File: src/rtl/core/avrdec_pkg.sv
// Shared types and class codes for the AVR instruction decoder.
`timescale 1ns / 1ps

package avrdec_pkg;

	// Word handed on for the implied-r0 program-memory loads
	localparam logic [15:0] LPM_GENERAL  = 16'h9004;
	localparam logic [15:0] ELPM_GENERAL = 16'h9006;

	// Instruction classes, numbered in handler order
	typedef enum logic [6:0] {
		CLS_NOP     = 7'd0,
		CLS_MOVW    = 7'd1,
		CLS_MULS    = 7'd2,
		CLS_MULSU   = 7'd3,
		CLS_FMUL    = 7'd4,
		CLS_FMULS   = 7'd5,
		CLS_FMULSU  = 7'd6,
		CLS_CPC     = 7'd7,
		CLS_CP      = 7'd8,
		CLS_SBC     = 7'd9,
		CLS_SUB     = 7'd10,
		CLS_ADC     = 7'd11,
		CLS_ADD     = 7'd12,
		CLS_CPSE    = 7'd13,
		CLS_AND     = 7'd14,
		CLS_EOR     = 7'd15,
		CLS_OR      = 7'd16,
		CLS_MOV     = 7'd17,
		CLS_CPI     = 7'd18,
		CLS_SBCI    = 7'd19,
		CLS_SUBI    = 7'd20,
		CLS_ORI     = 7'd21,
		CLS_ANDI    = 7'd22,
		CLS_STD     = 7'd23,
		CLS_LDD     = 7'd24,
		CLS_STS     = 7'd25,
		CLS_ST_Y    = 7'd26,
		CLS_ST_Z    = 7'd27,
		CLS_PUSH    = 7'd28,
		CLS_ST_X    = 7'd29,
		CLS_LDS     = 7'd30,
		CLS_LD_Y    = 7'd31,
		CLS_LD_Z    = 7'd32,
		CLS_POP     = 7'd33,
		CLS_LD_X    = 7'd34,
		CLS_LPM     = 7'd35,
		CLS_ELPM    = 7'd36,
		CLS_COM     = 7'd37,
		CLS_NEG     = 7'd38,
		CLS_SWAP    = 7'd39,
		CLS_INC     = 7'd40,
		CLS_ASR     = 7'd41,
		CLS_LSR     = 7'd42,
		CLS_ROR     = 7'd43,
		CLS_RET     = 7'd44,
		CLS_RETI    = 7'd45,
		CLS_SLEEP   = 7'd46,
		CLS_SPM     = 7'd47,
		CLS_BCLR    = 7'd48,
		CLS_BSET    = 7'd49,
		CLS_ICALL   = 7'd50,
		CLS_IJMP    = 7'd51,
		CLS_EICALL  = 7'd52,
		CLS_EIJMP   = 7'd53,
		CLS_DEC     = 7'd54,
		CLS_JMP     = 7'd55,
		CLS_CALL    = 7'd56,
		CLS_ADIW    = 7'd57,
		CLS_SBIW    = 7'd58,
		CLS_SBI     = 7'd59,
		CLS_CBI     = 7'd60,
		CLS_SBIS    = 7'd61,
		CLS_SBIC    = 7'd62,
		CLS_MUL     = 7'd63,
		CLS_IN      = 7'd64,
		CLS_OUT     = 7'd65,
		CLS_RJMP    = 7'd66,
		CLS_RCALL   = 7'd67,
		CLS_LDI     = 7'd68,
		CLS_BRANCH  = 7'd69,
		CLS_BLD     = 7'd70,
		CLS_BST     = 7'd71,
		CLS_SBRS    = 7'd72,
		CLS_SBRC    = 7'd73,
		CLS_INVALID = 7'd74
	} class_t;

	// One decoded instruction
	typedef struct packed {
		class_t      cls;
		logic [15:0] word;
		logic        invalid;
	} dec_result_t;

endpackage

File: src/rtl/core/avrdec_classify.sv
// Combinational classifier: instruction word to class and handed word.
`timescale 1ns / 1ps

module avrdec_classify (
	input  logic [15:0]              word,
	output avrdec_pkg::dec_result_t  result
);
	import avrdec_pkg::*;

	logic [7:0] hi;
	logic [7:0] lo;
	logic [3:0] n;
	class_t     cls;
	logic [15:0] handed;

	assign hi = word[15:8];
	assign lo = word[7:0];
	assign n  = word[3:0];

	// Class selection by opcode group
	always_comb begin
		cls    = CLS_INVALID;
		handed = word;
		if (hi[7:2] == 6'b000000) begin
			// nop, movw, multiply forms
			unique case (hi[1:0])
				2'd0: cls = (lo == 8'h00) ? CLS_NOP : CLS_INVALID;
				2'd1: cls = CLS_MOVW;
				2'd2: cls = CLS_MULS;
				default: begin
					unique case ({lo[7], lo[3]})
						2'b00: cls = CLS_MULSU;
						2'b01: cls = CLS_FMUL;
						2'b10: cls = CLS_FMULS;
						default: cls = CLS_FMULSU;
					endcase
				end
			endcase
		end else if (hi[7:6] == 2'b00) begin
			// two-register ALU and cpi
			unique case (hi[5:2])
				4'h1: cls = CLS_CPC;
				4'h5: cls = CLS_CP;
				4'h2: cls = CLS_SBC;
				4'h6: cls = CLS_SUB;
				4'h7: cls = CLS_ADC;
				4'h3: cls = CLS_ADD;
				4'h4: cls = CLS_CPSE;
				4'h8: cls = CLS_AND;
				4'h9: cls = CLS_EOR;
				4'ha: cls = CLS_OR;
				4'hb: cls = CLS_MOV;
				default: cls = (hi[5:4] == 2'b11) ? CLS_CPI : CLS_INVALID;
			endcase
		end else if (hi[7:6] == 2'b01) begin
			// immediate ALU
			unique case (hi[5:4])
				2'd0: cls = CLS_SBCI;
				2'd1: cls = CLS_SUBI;
				2'd2: cls = CLS_ORI;
				default: cls = CLS_ANDI;
			endcase
		end else if ((hi & 8'hd0) == 8'h80) begin
			// displacement load/store
			cls = hi[1] ? CLS_STD : CLS_LDD;
		end else if (hi[7:2] == 6'b100100) begin
			// pointer load/store, push/pop, lpm/elpm
			if (hi[1]) begin
				if (n == 4'h0)             cls = CLS_STS;
				else if (n[3:2] == 2'b10)  cls = CLS_ST_Y;
				else if (n[3:2] == 2'b00)  cls = CLS_ST_Z;
				else if (n == 4'hf)        cls = CLS_PUSH;
				else if (n[3:2] == 2'b11)  cls = CLS_ST_X;
				else                       cls = CLS_INVALID;
			end else begin
				if (n == 4'h0)             cls = CLS_LDS;
				else if (n[3:2] == 2'b10)  cls = CLS_LD_Y;
				else if (n[3:2] == 2'b00)  cls = CLS_LD_Z;
				else if (n == 4'hf)        cls = CLS_POP;
				else if (n[3:2] == 2'b11)  cls = CLS_LD_X;
				else if (n[3:1] == 3'b010) cls = CLS_LPM;
				else                       cls = CLS_ELPM;
			end
		end else if (hi[7:1] == 7'b1001010) begin
			// single-operand and control group
			if (!lo[3]) begin
				unique case (n[2:0])
					3'd0: cls = CLS_COM;
					3'd1: cls = CLS_NEG;
					3'd2: cls = CLS_SWAP;
					3'd3: cls = CLS_INC;
					3'd4: cls = CLS_INVALID;
					3'd5: cls = CLS_ASR;
					3'd6: cls = CLS_LSR;
					default: cls = CLS_ROR;
				endcase
			end else if (hi == 8'h95 && n == 4'h8) begin
				if (lo == 8'h08)      cls = CLS_RET;
				else if (lo == 8'h18) cls = CLS_RETI;
				else if (lo == 8'h88) cls = CLS_SLEEP;
				else if (lo == 8'hc8) begin
					cls    = CLS_LPM;
					handed = LPM_GENERAL;
				end else if (lo == 8'hd8) begin
					cls    = CLS_ELPM;
					handed = ELPM_GENERAL;
				end else if ((lo & 8'hef) == 8'he8) cls = CLS_SPM;
				else cls = CLS_INVALID;
			end else if (!hi[0] && n == 4'h8) begin
				cls = lo[7] ? CLS_BCLR : CLS_BSET;
			end else if (lo == 8'h09) begin
				cls = hi[0] ? CLS_ICALL : CLS_IJMP;
			end else if (lo == 8'h19) begin
				cls = hi[0] ? CLS_EICALL : CLS_EIJMP;
			end else if (n == 4'ha) begin
				cls = CLS_DEC;
			end else if (n[3:1] == 3'b110) begin
				cls = CLS_JMP;
			end else if (n[3:1] == 3'b111) begin
				cls = CLS_CALL;
			end else begin
				cls = CLS_INVALID;
			end
		end else if (hi[7:4] == 4'h9) begin
			// word immediates, I/O bit ops, mul
			unique case (hi[3:0])
				4'h6: cls = CLS_ADIW;
				4'h7: cls = CLS_SBIW;
				4'ha: cls = CLS_SBI;
				4'h8: cls = CLS_CBI;
				4'hb: cls = CLS_SBIS;
				4'h9: cls = CLS_SBIC;
				default: cls = CLS_MUL;
			endcase
		end else if (hi[7:3] == 5'b10110) cls = CLS_IN;
		else if (hi[7:3] == 5'b10111)     cls = CLS_OUT;
		else if (hi[7:4] == 4'hc)         cls = CLS_RJMP;
		else if (hi[7:4] == 4'hd)         cls = CLS_RCALL;
		else if (hi[7:4] == 4'he)         cls = CLS_LDI;
		else if (hi[7:3] == 5'b11110)     cls = CLS_BRANCH;
		else if (hi[7:1] == 7'b1111100)   cls = CLS_BLD;
		else if (hi[7:1] == 7'b1111101)   cls = CLS_BST;
		else if (hi[7:1] == 7'b1111111)   cls = CLS_SBRS;
		else if (hi[7:1] == 7'b1111110)   cls = CLS_SBRC;
		else                              cls = CLS_INVALID;
	end

	assign result.cls     = cls;
	assign result.word    = handed;
	assign result.invalid = (cls == CLS_INVALID);

endmodule

File: src/rtl/core/avr_instruction_decoder.sv
// Top level of the AVR instruction decoder: input and result registers.
`timescale 1ns / 1ps

// AVR instruction decoder. A request (start high, busy low) carries one
// 16-bit instruction word as two bytes; it passes the input register and
// the result register, then done pulses for one cycle with the instruction
// class, the word handed to the executor and the invalid flag. busy never
// rises, so a new word may be given every cycle and one result leaves every
// cycle. Results cannot be held off, so the receiver must take each one in
// the cycle that done is high. Encodings the executor does not support come
// out as class 74 with invalid set; the implied-r0 lpm and elpm words are
// handed on as 0x9004 and 0x9006.
module avr_instruction_decoder (
	input  logic        clk,
	input  logic        arst_n,
	input  logic        start,
	output logic        busy,
	input  logic [7:0]  word_low,
	input  logic [7:0]  word_high,
	output logic        done,
	output logic [6:0]  class_code,
	output logic [15:0] handed_word,
	output logic        invalid
);
	import avrdec_pkg::*;

	logic        valid_s1;
	logic [15:0] word_s1;
	logic        valid_s2;
	dec_result_t dec_res;
	dec_result_t result_s2;

	assign busy = 1'b0;

	// Input register
	always_ff @(posedge clk or negedge arst_n) begin
		if (!arst_n) begin
			valid_s1 <= 1'b0;
		end else begin
			valid_s1 <= start && !busy;
		end
	end

	always_ff @(posedge clk) begin
		if (start && !busy) begin
			word_s1 <= {word_high, word_low};
		end
	end

	// Decode
	avrdec_classify u_classify (
		.word   (word_s1),
		.result (dec_res)
	);

	// Result register
	always_ff @(posedge clk or negedge arst_n) begin
		if (!arst_n) begin
			valid_s2 <= 1'b0;
		end else begin
			valid_s2 <= valid_s1;
		end
	end

	always_ff @(posedge clk) begin
		if (valid_s1) begin
			result_s2 <= dec_res;
		end
	end

	assign done        = valid_s2;
	assign class_code  = result_s2.cls;
	assign handed_word = result_s2.word;
	assign invalid     = result_s2.invalid;

`ifndef ASSERT_OFF
	// Every request yields a result through the input and result registers
	a_latency: assert property (@(posedge clk) disable iff (!arst_n)
		start && !busy |-> ##2 done)
		else $error("request did not produce a result");

	// A result only follows a request
	a_no_spurious: assert property (@(posedge clk) disable iff (!arst_n)
		done |-> $past(start, 2))
		else $error("result without a request");

	// Invalid flag agrees with the class
	a_invalid_class: assert property (@(posedge clk) disable iff (!arst_n)
		done |-> (invalid == (class_code == CLS_INVALID)))
		else $error("invalid flag and class disagree");

	// Apart from lpm and elpm, the word travels with its class through both stages
	a_word_path: assert property (@(posedge clk) disable iff (!arst_n)
		done && (class_code != CLS_LPM) && (class_code != CLS_ELPM)
		|-> handed_word == {$past(word_high, 2), $past(word_low, 2)})
		else $error("handed word does not match the request");
`endif

endmodule
File: config.mk
export PLATFORM = sky130hd
export DESIGN_NAME = avr_instruction_decoder
export DESIGN_NICKNAME = d
export VERILOG_FILES = /design/src/rtl/core/avrdec_pkg.sv /design/src/rtl/core/avrdec_classify.sv /design/src/rtl/core/avr_instruction_decoder.sv
export SDC_FILE = /design/constraint.sdc
export NUM_CORES = 1
export LEC_CHECK = 0
export BUFFER_PORTS_ARGS = -buffer_cell sky130_fd_sc_hd__buf_2
export CORE_UTILIZATION = 51
export DETAILED_ROUTE_END_ITERATION = 8
export MAX_ROUTING_LAYER = met4
export PLACE_DENSITY = 0.76
export SETUP_SLACK_MARGIN = 0.2
export SLEW_MARGIN = 20
export SYNTH_ARGS = -nofsm -noshare
export SYNTH_HDL_FRONTEND = slang
export SYNTH_SLANG_ARGS = --single-unit
File: constraint.sdc
create_clock -name clk -period 2.3 [get_ports clk]
set_input_delay 0.115 -clock clk [delete_from_list [all_inputs] [get_ports clk]]
set_output_delay 0.115 -clock clk [all_outputs]
set_load 0.02 [all_outputs]
==> flow_summary_export.csv <==
group,metric,value,unit
run_status,status,"complete, but fails checks",
run_status,failed_checks,"setup timing",
clock_network,cts_sinks,42,
logic_synthesis,synth-seq-cells,42,
logic_synthesis,synth_top_area_cell,"edfxtp_1",
detailed_routing,drc,0,
detailed_routing,drt_iter0_markers,348,
logic_synthesis,yosysMostFrequentCell,"edfxtp_1",
grt,grt_pass1_wl,11300,um
critical_path,r2r_cells,10,
power,p_seq_frac,0.421,
min_path,holdCritPathClass,"in -> async",
power,sw_frac_of_total,0.309,
sta,setup_viol,3,
sta,final_max_slew_viol_count,0,
power,pwr-share-comb,0.323,
logic_synthesis,yosysUniqueCellTypes,63,
floorplanning,row_count,26,
sta,whs,117,ps
detailed_routing,drtAntennaViolNets,0,
sta,max_freq,424,MHz
critical_path,path_max_fanout,7,
job,max_cap_violations,0,
critical_path,crit_path_start,"word_s1[13]",
critical_path,r2r_end,"invalid",
floorplanning,die-area,5720,um^2
finish,nets,428,
logic_synthesis,synth_edf_count,40,
power,internal_power,1.59,mW
critical_path,regToRegSetupSlack,-60,ps
finish,diodes,0,
place,dpl.hpwl,5420,um
grt,grt_max_degree,24,
sta,period_share,1.03,
floorplanning,die_h,75.6,um
logic_synthesis,ys_seq_area_frac,0.453,
logic_synthesis,synthesis.nets,313,
grt,antenna_found_initial,0,
critical_path,worstPathArrival,2420,ps
power,power.density,560,nW/um^2
place,place_inst,414,
logic_synthesis,ys_top_cells_by_area,"edfxtp_1 43%, ha_1 5.0%, o21ai_0 3.4%",
clock_network,path_clk_slew,90,ps
grt,gr-total-overflow,0,
finish,finalNonFillerCells,469,
logic_synthesis,synthesis.area,2760,um^2
grt,grtUsageTotal,0.280,
sta,timing.final.crit_period,2360,ps
logic_synthesis,synthArstFlopShare,0.0476,
sta,rsz0062_at_grt,"yes",
clock_network,clk_latency,300,ps
detailed_routing,vias,2811,
clock_network,root_buffer,"clkbuf_8",
power,switching_power,0.712,mW
logic_synthesis,yosysWarnings,0,
detailed_routing,routed_wirelength,8440,um
logic_synthesis,synthFlopType,"edfxtp_1",
finish,layout-drive-gt1-share,0.449,
logic_synthesis,synthTopCellsByCount,"40 x edfxtp_1, 24 x nor2_1, 19 x o21ai_0",
power,p_leak,1.64,nW
floorplanning,dieWidth,75.6,um
critical_path,critPathCaptureType,"register",
sta,fin_skew,8.05,ps
critical_path,crit_required,2360,ps
clock_network,cts_tree,"yes",
sta,setup_ws,-61.1,ps
clock_network,cts-buffers-inserted,5,
floorplanning,initial_core_util,0.534,
finish,area_growth,48.8,%
clock_network,clockBufferDepth,2,
finish,fill_cells,307,
detailed_routing,drt-pass1-iter-count,5,
floorplanning,core_area,5170,um^2
logic_synthesis,syn_inst,283,
detailed_routing,routedWlPerCell,18.0,um
logic_synthesis,avgSynthCellArea,9.77,um^2
place,gp_congestion,1.01,
grt,grt_pass1_vias,2344,
critical_path,crit_type,"reg -> reg",
power,clockPowerShare,0.256,
sta,hold_viol,0,
detailed_routing,via_per_inst,5.99,
finish,final_util,0.795,
critical_path,rr_startpoint,"word_s1[13]",
place,port-buffer-count,43,
sta,setup_tns,-107,ps
logic_synthesis,yosys.area.top_type_share,0.435,
floorplanning,ioPinCount,45,
power,vdd_drop_max,0.000468,V
critical_path,crit_end,"invalid",
critical_path,crit_path_start_kind,"register",
clock_network,htree_levels,2,
==> how the worst min path moves through the flow <==
stage / slack [ps] / depth (start not counted) / to
floorplan: -180 / 0 / done
global placement: -100 / 1 / done
detailed placement: -100 / 1 / done
CTS: 110 / 2 / done
global route: 140 / 2 / done
finish: 120 / 2 / valid_s1
==> layout by cell type (no fill, tap or decap), types with 6 or more instances in the layout <==
cell,count
a211oi_1,6
a21oi_1,11
buf_2,43
buf_4,64
buf_6,13
dlygate4sd3_1,17
edfxtp_1,40
ha_1,8
inv_1,7
nand2_1,16
nand2b_1,8
nor2_1,21
nor2b_1,8
nor3_1,8
o21ai_0,13
==> state kept, by name, summed over array words and instances (netlist names) <==
name / count
word_s1: 16
handed_word: 16
class_code: 7
done: 1
invalid: 1
valid_s1: 1
==> timing repair <==
item | in CTS | in global routing
pin swaps | 9 | 21
hold buffers | 17 | 0
resized for setup | 15 | 46
buffers inserted | 8 | 22
hold endpoints to repair | 18 | 0
setup endpoints to repair | 11 | 12
==> logic make-up after synthesis <==
logic type | count (synthesis) | share of synthesized area
other | 1 | 0.00136
flip-flops | 42 | 0.453
adder cells (fa/ha/maj) | 11 | 0.0498
XOR/XNOR | 3 | 0.00951
multiplexers | 1 | 0.00362
AND/OR/NAND/NOR | 95 | 0.193
buffers and inverters | 41 | 0.0643
AO/OA/AOI/OAI | 89 | 0.226
==> power groups by stage <==
stage          logic, mW  registers (mW)  clock network [mW]
2_1_floorplan      0.292            1.03                   0
3_3_place_gp       0.547           0.987                   0
3_5_place_dp       0.553           0.989                   0
4_1_cts            0.615           0.971               0.594
5_1_grt            0.790           0.980               0.614
6_report           0.743           0.970               0.589
==> final cells by class <==
cell class / instances / area, um^2 / share of cell area
Clock buffer: 6 / 72.6 / 0.0176
Clock inverter: 2 / 37.5 / 0.00913
Inverter: 9 / 36.3 / 0.00882
Multi-Input combinational cell: 200 / 1580 / 0.384
Sequential cell: 42 / 1250 / 0.304
Tap cell: 70 / 87.6 / 0.0213
Timing Repair Buffer: 140 / 1050 / 0.255
==> critical path: stages, from the launching register on <==
cell       delay [ps]
edfxtp_1          460
inv_2             130
ha_4              160
buf_12            110
nand3b_1          140
or3_4             430
a32oi_2           260
a31o_1            180
a211oi_2           90
o2111ai_2         110
nor4_2             50
==> per-stage QoR <==
stage          total power [mW]  setup slack, ps  instance area, um^2
6_report                   2.30            -61.1                 4110
5_1_grt                    2.38             -161                 4110
4_1_cts                    2.18             82.2                 3760
3_5_place_dp               1.54             -135                 3330
3_3_place_gp               1.53            -31.3                 3330
2_1_floorplan              1.32             31.3                 2800
==> routing by layer <==
layer  track usage  up-vias  share of wire
met1         0.376     1308           0.41
met2         0.423      183           0.47
met3        0.0608       29          0.089
li1              -     1291              -
met4        0.0926        0          0.024
met5             -        -              0
No activity file was read; power rests on OpenSTA's default activity.
